[config.mk]
export PLATFORM = sky130hd
export DESIGN_NAME = hcb_front_flat
export DESIGN_NICKNAME = d
export VERILOG_FILES = /design/src/hdl/hcb_pkg.sv /design/src/hdl/hcb_if.sv /design/src/hdl/hcb_front.sv /design/src/flat_wrapper.sv
export SDC_FILE = /design/constraint.sdc
export NUM_CORES = 1
export LEC_CHECK = 0
export BUFFER_PORTS_ARGS = -buffer_cell sky130_fd_sc_hd__clkbuf_2
export CORE_ASPECT_RATIO = 0.75
export CORE_MARGIN = 2
export CORE_UTILIZATION = 49
export CTS_CLUSTER_SIZE = 40
export DETAILED_ROUTE_END_ITERATION = 10
export GPL_ROUTABILITY_DRIVEN = 1
export GPL_TIMING_DRIVEN = 0
export PLACE_DENSITY = 0.75
export SLEW_MARGIN = 15
export SYNTH_ARGS = -nofsm -noshare
export SYNTH_HDL_FRONTEND = slang
export SYNTH_SLANG_ARGS = --single-unit
export TNS_END_PERCENT = 30
[constraint.sdc]
create_clock -name clk -period 2.2 [get_ports clk]
set_clock_uncertainty 0.1 [all_clocks]
set_input_delay 0.44 -clock clk [delete_from_list [all_inputs] [get_ports clk]]
set_output_delay 0.44 -clock clk [all_outputs]
set_load 0.05 [all_outputs]
[src/hdl/hcb_pkg.sv]
// ----------------------------------------------------------------------------
// hcb_pkg
// Shared constants and types of the Huffman code builder.
// ----------------------------------------------------------------------------
package hcb_pkg;

  // Alphabet and arithmetic sizes.
  localparam int ALPHABET     = 256;
  localparam int SYM_BITS     = 8;
  localparam int COUNT_BITS   = 20;
  localparam int MAX_CODE_LEN = 32;
  localparam int CODE_BITS    = MAX_CODE_LEN;
  localparam int LEN_BITS     = $clog2(MAX_CODE_LEN + 1);
  localparam int NODE_MAX     = 2 * ALPHABET - 1;
  localparam int NODE_BITS    = $clog2(NODE_MAX);
  localparam int ACT_BITS     = $clog2(ALPHABET);
  localparam int QUEUE_DEPTH  = 2;
  localparam int QPTR_BITS    = $clog2(QUEUE_DEPTH);

  // Operation codes on the input channel.
  localparam logic OP_ADD    = 1'b0;
  localparam logic OP_LOOKUP = 1'b1;

  // Item classes handed from the front to the back.
  typedef enum logic [1:0] {
    K_ADD,
    K_BUILD,
    K_LOOKUP
  } kind_t;

  typedef struct packed {
    kind_t                kind;
    logic [SYM_BITS-1:0]  symbol;
  } cmd_t;

  // Back-end sequencer states.
  typedef enum logic [3:0] {
    S_IDLE,
    S_ADD,
    S_BLD_INIT,
    S_SCAN,
    S_FIND,
    S_MERGE,
    S_MV_RD,
    S_MV_WR,
    S_WALK_INIT,
    S_WALK_RD,
    S_WALK_W0,
    S_WALK_W1,
    S_LEAF_RD,
    S_LEAF_WR,
    S_LOOK
  } state_t;

endpackage

[src/hdl/hcb_if.sv]
// ----------------------------------------------------------------------------
// hcb_if
// Valid/ready channels of the Huffman code builder.
// ----------------------------------------------------------------------------
interface hcb_in_if;
  import hcb_pkg::*;
  logic                valid;
  logic                ready;
  logic                op;
  logic [SYM_BITS-1:0] symbol;
  logic                last;
  modport source (output valid, op, symbol, last, input ready);
  modport sink (input valid, op, symbol, last, output ready);
endinterface


[src/hdl/hcb_front.sv]
// ----------------------------------------------------------------------------
// hcb_front
// Accepts input items, classifies them and queues them for the back end.
// ----------------------------------------------------------------------------
module hcb_front (
  input  logic           clk,
  input  logic           rst_n,
  hcb_in_if.sink         in_chan,
  output hcb_pkg::cmd_t  cmd,
  output logic           cmd_valid,
  input  logic           cmd_pop
);
  import hcb_pkg::*;

  cmd_t                 q_r [QUEUE_DEPTH];
  logic [QPTR_BITS-1:0] wp_r;
  logic [QPTR_BITS-1:0] rp_r;
  logic [QPTR_BITS:0]   cnt_r;
  cmd_t                 in_cmd;
  logic                 push;
  logic                 pop;

  // Classify the incoming item.
  always_comb begin
    in_cmd.symbol = in_chan.symbol;
    if (in_chan.op == OP_LOOKUP) begin
      in_cmd.kind = K_LOOKUP;
    end else if (in_chan.last) begin
      in_cmd.kind = K_BUILD;
    end else begin
      in_cmd.kind = K_ADD;
    end
  end

  assign in_chan.ready = (cnt_r < (QPTR_BITS + 1)'(QUEUE_DEPTH));
  assign push          = in_chan.valid && in_chan.ready;
  assign cmd_valid     = (cnt_r != '0);
  assign pop           = cmd_pop && cmd_valid;
  assign cmd           = q_r[rp_r];

  // Queue storage.
  always_ff @(posedge clk) begin
    if (push) begin
      q_r[wp_r] <= in_cmd;
    end
  end

  // Queue pointers and fill count.
  always_ff @(posedge clk) begin
    if (!rst_n) begin
      wp_r  <= '0;
      rp_r  <= '0;
      cnt_r <= '0;
    end else begin
      if (push) begin
        wp_r <= (wp_r == QPTR_BITS'(QUEUE_DEPTH - 1)) ? '0 : wp_r + 1'b1;
      end
      if (pop) begin
        rp_r <= (rp_r == QPTR_BITS'(QUEUE_DEPTH - 1)) ? '0 : rp_r + 1'b1;
      end
      cnt_r <= cnt_r + (QPTR_BITS + 1)'(push) - (QPTR_BITS + 1)'(pop);
    end
  end

endmodule

[src/flat_wrapper.sv]
// flat-port wrapper written by rule: the top's interface ports become plain ports
module hcb_front_flat import hcb_pkg::*;
  (clk, rst_n, cmd, cmd_valid, cmd_pop, in_chan_valid, in_chan_op, in_chan_symbol, in_chan_last, in_chan_ready);
  hcb_in_if in_chan_i ();
  input  logic clk;
  input  logic rst_n;
  output hcb_pkg::cmd_t cmd;
  output logic cmd_valid;
  input  logic cmd_pop;
  input wire logic [$bits(in_chan_i.valid)-1:0] in_chan_valid;
  input wire logic [$bits(in_chan_i.op)-1:0] in_chan_op;
  input wire logic [$bits(in_chan_i.symbol)-1:0] in_chan_symbol;
  input wire logic [$bits(in_chan_i.last)-1:0] in_chan_last;
  output wire logic [$bits(in_chan_i.ready)-1:0] in_chan_ready;
  assign in_chan_i.valid = in_chan_valid;
  assign in_chan_i.op = in_chan_op;
  assign in_chan_i.symbol = in_chan_symbol;
  assign in_chan_i.last = in_chan_last;
  assign in_chan_ready = in_chan_i.ready;
  hcb_front u_core (.clk(clk), .rst_n(rst_n), .in_chan(in_chan_i), .cmd(cmd), .cmd_valid(cmd_valid), .cmd_pop(cmd_pop));
endmodule
==> results.md, run 1 <==
- Worst r2r src: u_core.cnt_r[1]$_SDFF_PN0_
- GRT overflow: 0
- RSZ-0062 raised after global routing: false
- Hold-fix buffers, CTS: 0
- Fin util: 0.641
- Yosys warning count: 0
- Row Count: 13
- DR DRC count: 0
- CP peak stage delay: 370 ps
- IO Pins: 26
- Path type of the worst setup path: flop to output pin
- Worst-Skew Late Latency: 310 ps
- Clock-pin slew on the worst setup and hold paths: 120 ps
- Share of the yosys chip area belonging to registers: 0.724
- Worst EP required: 1660 ps
- Synth area leaders: edfxtp_1 (62%), dfxtp_1 (10%), mux2_2 (7.0%), mux2_1 (4.7%), xnor2_1 (2.7%)
- Max_cap viols: 0
- Max stage delay cell, worst path: mux2_2
- Initial antenna violation count: 0
- Vias post-DR: 509
- Area of the mapped netlist: 967 um^2
- Core Area: 1790 um^2
- Vias in the first global route: 505
- Fmax: 495 MHz
- Syn Nets: 72
- # H-tree levels: 1
- Max transition margin: 0.680
- Vias per cell: 4.76
- Post-synthesis cell count: 56
- Port Buffer Count: 25
- Post-DP HPWL: 1010 um
- First-pass GRT wire length: 2240 um
- CP Capture Type: output pin
- Register Area: 701 um^2
- Final wirelength: 1340 um
- Setup TNS: 0 ps
- Antenna-violating nets left: 0
- Top-area cell type share of the netlist area: 0.621
- CP Launch Type: flop
- Pwr per Cell Area: 1280 nW/um^2
- Fin crit period: 2020 ps
- Clock sinks: 25
- Top cell type by total area after synthesis: edfxtp_1
- VDD IR max: 793 uV
- Clk buf depth: 2
- Status: complete, no violations
- Cell Chain, Critical Path: buf_2 > mux2_2 > clkbuf_2
- Slew @ Worst Pin: 480 ps
- PostCTS Resize Cnt: 0
- Post-CTS Setup Bufs: 0
- CTS Buf Count: 3
- Area growth, synth to finish: 18.6%
- Area occupied by multi-input gates: 250 um^2
- ANT cells: 0
- Pre-antenna DRT Iters: 2
- Final setup vio count: 0
- Root buffer cell: clkbuf_4
- Area of the die: 2350 um^2
- Die width: 55.3 um
- CTS tree: done
- Routed wire per std cell: 12.5 um
- Max FO, Critical Path: 10
- Die Ht: 42.5 um
- Hold path start: in_chan_symbol[1]
- Leak pwr: 0.463 nW
- Number of fill cells: 153
- Initial Util: 0.541
- Overall routing resource usage: 0.130
- Final hold violations: 0
- Crit share post-route: 0.919
- Yosys cell types: 15
- 1st-iter DRT viols: 4
- Final nets: 102
- Syn avg cell area: 17.3 um^2
- Synthesis-stage register bit count: 25
- Hold crit path type: input pin to flop
- Crit path arrival time: 1480 ps
- Ratio of cells with drive above 1 in the final layout: 0.459
- Max-slew violation count: 0
- Placer Congestion: 0.689
- Hold Slack: 210 ps
- Largest net degree at the start of global routing: 15
[worst max-delay path, delay by kind of cell (launching register included)]
kind / cells / cell delay (ps)
buffers and inverters: 2 / 470
flip-flops: 1 / 320
multiplexers: 1 / 370
[final timing paths]
check	cells after the start	slack, ps	to
worst max-delay path	3	180	cmd[7]
worst min-delay path	1	210	u_core.q_r[0][1]$_DFFE_PP_
worst max register to register	7	510	u_core.cnt_r[1]$_SDFF_PN0_
worst min register to register	2	460	u_core.rp_r$_SDFFE_PN0P_
[cells by family after synthesis]
family / share of synthesized area
DFF: 0.724
muxes: 0.116
and+or+nand+nor: 0.0724
buffers and inverters: 0.0168
xor gates and xnor gates: 0.0272
AOI/OAI and AO/OA: 0.0168
adders and majority gates: 0.0259
[per-stage QoR]
stage                     power, mW  instances  worst slack, ps  cell area [um^2]
final                          1.47        107              178              1150
after global routing           1.55        107             93.6              1150
after CTS                      1.48        107              158              1150
after detailed placement       1.29        103              447              1120
after global placement         1.27        103              463              1120
after floorplan                1.16         56              582               967
[routing by layer]
layer / track usage / part of all wire / wire length, um
met3: 0.0525 / 0.064 / 86
met2: 0.207 / 0.50 / 677
met5: 0 / 0 / 0
met4: 0.0293 / 0.0082 / 11
met1: 0.168 / 0.42 / 567
[registers in the layout, indices dropped and copies added (netlist names), named ones only]
name / count
u_core.q_r: 20
u_core.wp_r: 1
u_core.rp_r: 1
u_core.cnt_r: 2
[area by class of cell]
type | instances | share of cell area
sequential | 25 | 0.611
multi-input combinational | 27 | 0.218
timing repair buffer | 25 | 0.109
tap | 22 | 0.0240
clock buffer | 3 | 0.0196
inverter | 3 | 0.00981
clock inverter | 1 | 0.00436
buffer | 1 | 0.00436
[report_power, final]
part | internal, mW | leakage [nW] | total (mW) | switching (mW)
logic | 0.199 | 0.217 | 0.646 | 0.446
clock network | 0.0680 | 0.0177 | 0.193 | 0.125
registers | 0.600 | 0.228 | 0.630 | 0.0297
[cells in the mapped netlist]
| cell | number |
|---|---|
| and2_1 | 3 |
| buf_2 | 1 |
| dfxtp_1 | 5 |
| edfxtp_1 | 20 |
| ha_1 | 2 |
| inv_1 | 3 |
| mux2_1 | 4 |
| mux2_2 | 6 |
| nand2_1 | 1 |
| nor2b_1 | 4 |
| nor2b_2 | 1 |
| nor2b_4 | 1 |
| o21a_1 | 1 |
| o21a_2 | 1 |
| xnor2_1 | 3 |
[layout by cell type (no fill, tap or decap)]
cell type,n
clkbuf_2,25
edfxtp_1,20
mux2_2,6
dfxtp_1,5
mux2_1,4
nor2b_1,4
inv_1,3
xnor2_1,3
and2_1,3
clkbuf_4,3
ha_1,2
nor2b_2,1
o21a_2,1
buf_2,1
nor2b_4,1
o21a_1,1
nand2_1,1
clkinv_2,1
Power figures use the tool's default switching activity.
==> run 2: changes to the inputs <==
--- a/config.mk
+++ b/config.mk
@@ -5,15 +5,15 @@
 export SDC_FILE = /design/constraint.sdc
 export NUM_CORES = 1
 export LEC_CHECK = 0
+export ABC_AREA = 1
 export BUFFER_PORTS_ARGS = -buffer_cell sky130_fd_sc_hd__clkbuf_2
 export CORE_ASPECT_RATIO = 0.75
-export CORE_MARGIN = 2
-export CORE_UTILIZATION = 49
+export CORE_UTILIZATION = 50
 export CTS_CLUSTER_SIZE = 40
 export DETAILED_ROUTE_END_ITERATION = 10
 export GPL_ROUTABILITY_DRIVEN = 1
 export GPL_TIMING_DRIVEN = 0
-export PLACE_DENSITY = 0.75
+export PLACE_DENSITY = 0.76
 export SLEW_MARGIN = 15
 export SYNTH_ARGS = -nofsm -noshare
 export SYNTH_HDL_FRONTEND = slang
==> results.md, run 2 <==
- Status: complete, no violations
- Synth Area in XOR/XNOR: 0
- GRT overflow: 0
- Syn Nets: 86
- Number of fill cells: 155
- Vias post-DR: 578
- Share of the yosys chip area belonging to registers: 0.692
- Top cell type by total area after synthesis: edfxtp_1
- Hold Slack: 203 ps
- Root buffer cell: clkbuf_4
- Pre-antenna DRT Iters: 4
- EDFF count, synth: 20
- Yosys warning count: 0
- Largest family of logic cells by synthesized area: multiplexers
- Clk buf depth: 2
- Max FO, Critical Path: 10
- IO Pins: 26
- Area share of and/or/nand/nor cells after synthesis: 0.0766
- DP Area: 1160 um^2
- Synthesis-stage register bit count: 25
- Crit path arrival time: 1390 ps
- CP Launch Type: flop
- Clock sinks: 25
- Initial Util: 0.556
- Grt met3 use: 0.0778
- Slew @ Worst Pin: 865 ps
- GRT met2 Usage: 0.272
- Max transition margin: 0.421
- Worst-Skew Late Latency: 310 ps
- Placer Congestion: 0.777
- Setup TNS: 0 ps
- Yosys cell types: 12
- Vias per cell: 4.78
- Fin area: 1190 um^2
- Ratio of cells with drive above 1 in the final layout: 0.404
- Hold-fix buffers, CTS: 0
- Max_cap viols: 0
- VDD IR max: 657 uV
- Synth area leaders: edfxtp_1 (59%), mux2_4 (15%), dfxtp_1 (9.9%), nor2_1 (4.1%), inv_1 (3.3%)
- Most common cell after layout, fill and taps aside: clkbuf_2
- CTS Buf Count: 3
- Post-CTS Setup Bufs: 0
- Area occupied by multi-input gates: 263 um^2
- Final hold violations: 0
- Fin crit period: 1930 ps
- Area of the die: 2210 um^2
- Pwr per Cell Area: 1290 nW/um^2
- Largest register by flop count: u_core.q_r
- Antenna-violating nets left: 0
- Register Area: 701 um^2
- Port Buffer Count: 25
- DR DRC count: 0
- Core Area: 1820 um^2
- Crit share post-route: 0.879
- Synth cell count leaders: edfxtp_1 (20), nor2_1 (11), mux2_4 (10)
- Final wirelength: 1410 um
- Final nets: 116
- Final worst slack: 266 ps
- Die Ht: 41.0 um
- # H-tree levels: 1
- Top-area cell type share of the netlist area: 0.593
- Area growth, synth to finish: 17.7%
- PostCTS Resize Cnt: 0
- Largest registers: u_core.q_r (20), u_core.cnt_r (2)
- Adder-Cell Fraction of Synth Area: 0.0247
- CTS tree: done
- Fmax: 517 MHz
- Vias in the first global route: 500
- Worst slack, placed: 397 ps
- Leak pwr: 0.531 nW
- Post-DP HPWL: 1070 um
- Clock-pin slew on the worst setup and hold paths: 130 ps
- Max FFs per register: 20
- Routed wire per std cell: 11.7 um
- Synth Area in Compound Gates: 0.00989
- Die width: 54.0 um
- Overall routing resource usage: 0.148
- Path type of the worst setup path: flop to output pin
- Total power: 1.54 mW
- Max-slew violation count: 0
- 1st-iter DRT viols: 7
- Final setup vio count: 0
- Row Count: 13
- M1 GR Usage: 0.142
- Top-count cell post-synth: edfxtp_1
- RSZ-0062 raised after global routing: false
- CP Capture Type: output pin
- Most used routing layer: met2
- Area of the mapped netlist: 1010 um^2
- ANT cells: 0
- First-pass GRT wire length: 2040 um
- Synth async-reset ratio: 0
- Prevailing post-synth register cell: edfxtp_1
- Hold crit path type: input pin to flop
- Post-synthesis cell count: 70
- Mux cell area share after synthesis: 0.148
- Initial antenna violation count: 0
- Syn avg cell area: 14.5 um^2
- Largest net degree at the start of global routing: 14
- Worst EP required: 1660 ps
- Most frequent cells in the layout: clkbuf_2 (25), edfxtp_1 (20), nor2_1 (11)
## run 2: changes by cell type after synthesis, moves of 4 or more
| cell | change |
|---|---|
| mux2_2 | -6 |
| nor2b_1 | -4 |
| mux2_4 | +10 |
| mux2_1 | -4 |
| nor2_1 | +11 |
| nand2_1 | +6 |
| inv_1 | +6 |
## run 2: metal layers
metal / share of wire / wire (um)
met2: 0.54 / 760
met3: 0.061 / 86
met1: 0.40 / 565
met5: 0 / 0
met4: 0 / 0
## run 2: worst paths after layout
check	cells past startpoint	start	slack, ps	to
min reg2reg	2	u_core.wp_r$_SDFFE_PN0P_	430	u_core.wp_r$_SDFFE_PN0P_
max reg2reg	3	u_core.cnt_r[1]$_SDFF_PN0_	540	u_core.q_r[1][0]$_DFFE_PP_
min	1	in_chan_symbol[2]	200	u_core.q_r[0][2]$_DFFE_PP_
max	3	flop	270	cmd[9]
## run 2: report_power, final
group	switching, mW	internal [mW]
registers	0.0300	0.615
logic	0.481	0.214
clock network	0.128	0.0709
## run 2: logic make-up (layout without fill, tap and decap cells)
family / after synthesis / in the layout
flops: 25 / 25
simple gates: 20 / 20
fa+ha+maj: 2 / 2
mux: 10 / 10
buf+inv: 11 / 40
compound gates: 2 / 2
## run 2: worst max-delay path, cell delays in order, from the launching register on
cell,delay (ps)
dfxtp_1,350
buf_6,180
mux2_4,310
clkbuf_2,230
## run 2: final cells by class
type,count,share of cell area
sequential,25,0.588
multi-input combinational,34,0.221
timing repair buffer,25,0.105
inverter,10,0.0315
tap,22,0.0231
clock buffer,4,0.0221
buffer,1,0.00945
## run 2: per-stage QoR
step | instances | util
2_1_floorplan | 70 | -
3_3_place_gp | 117 | 0.639
3_5_place_dp | 117 | 0.639
4_1_cts | 121 | 0.654
5_1_grt | 121 | 0.654
6_report | 121 | 0.654
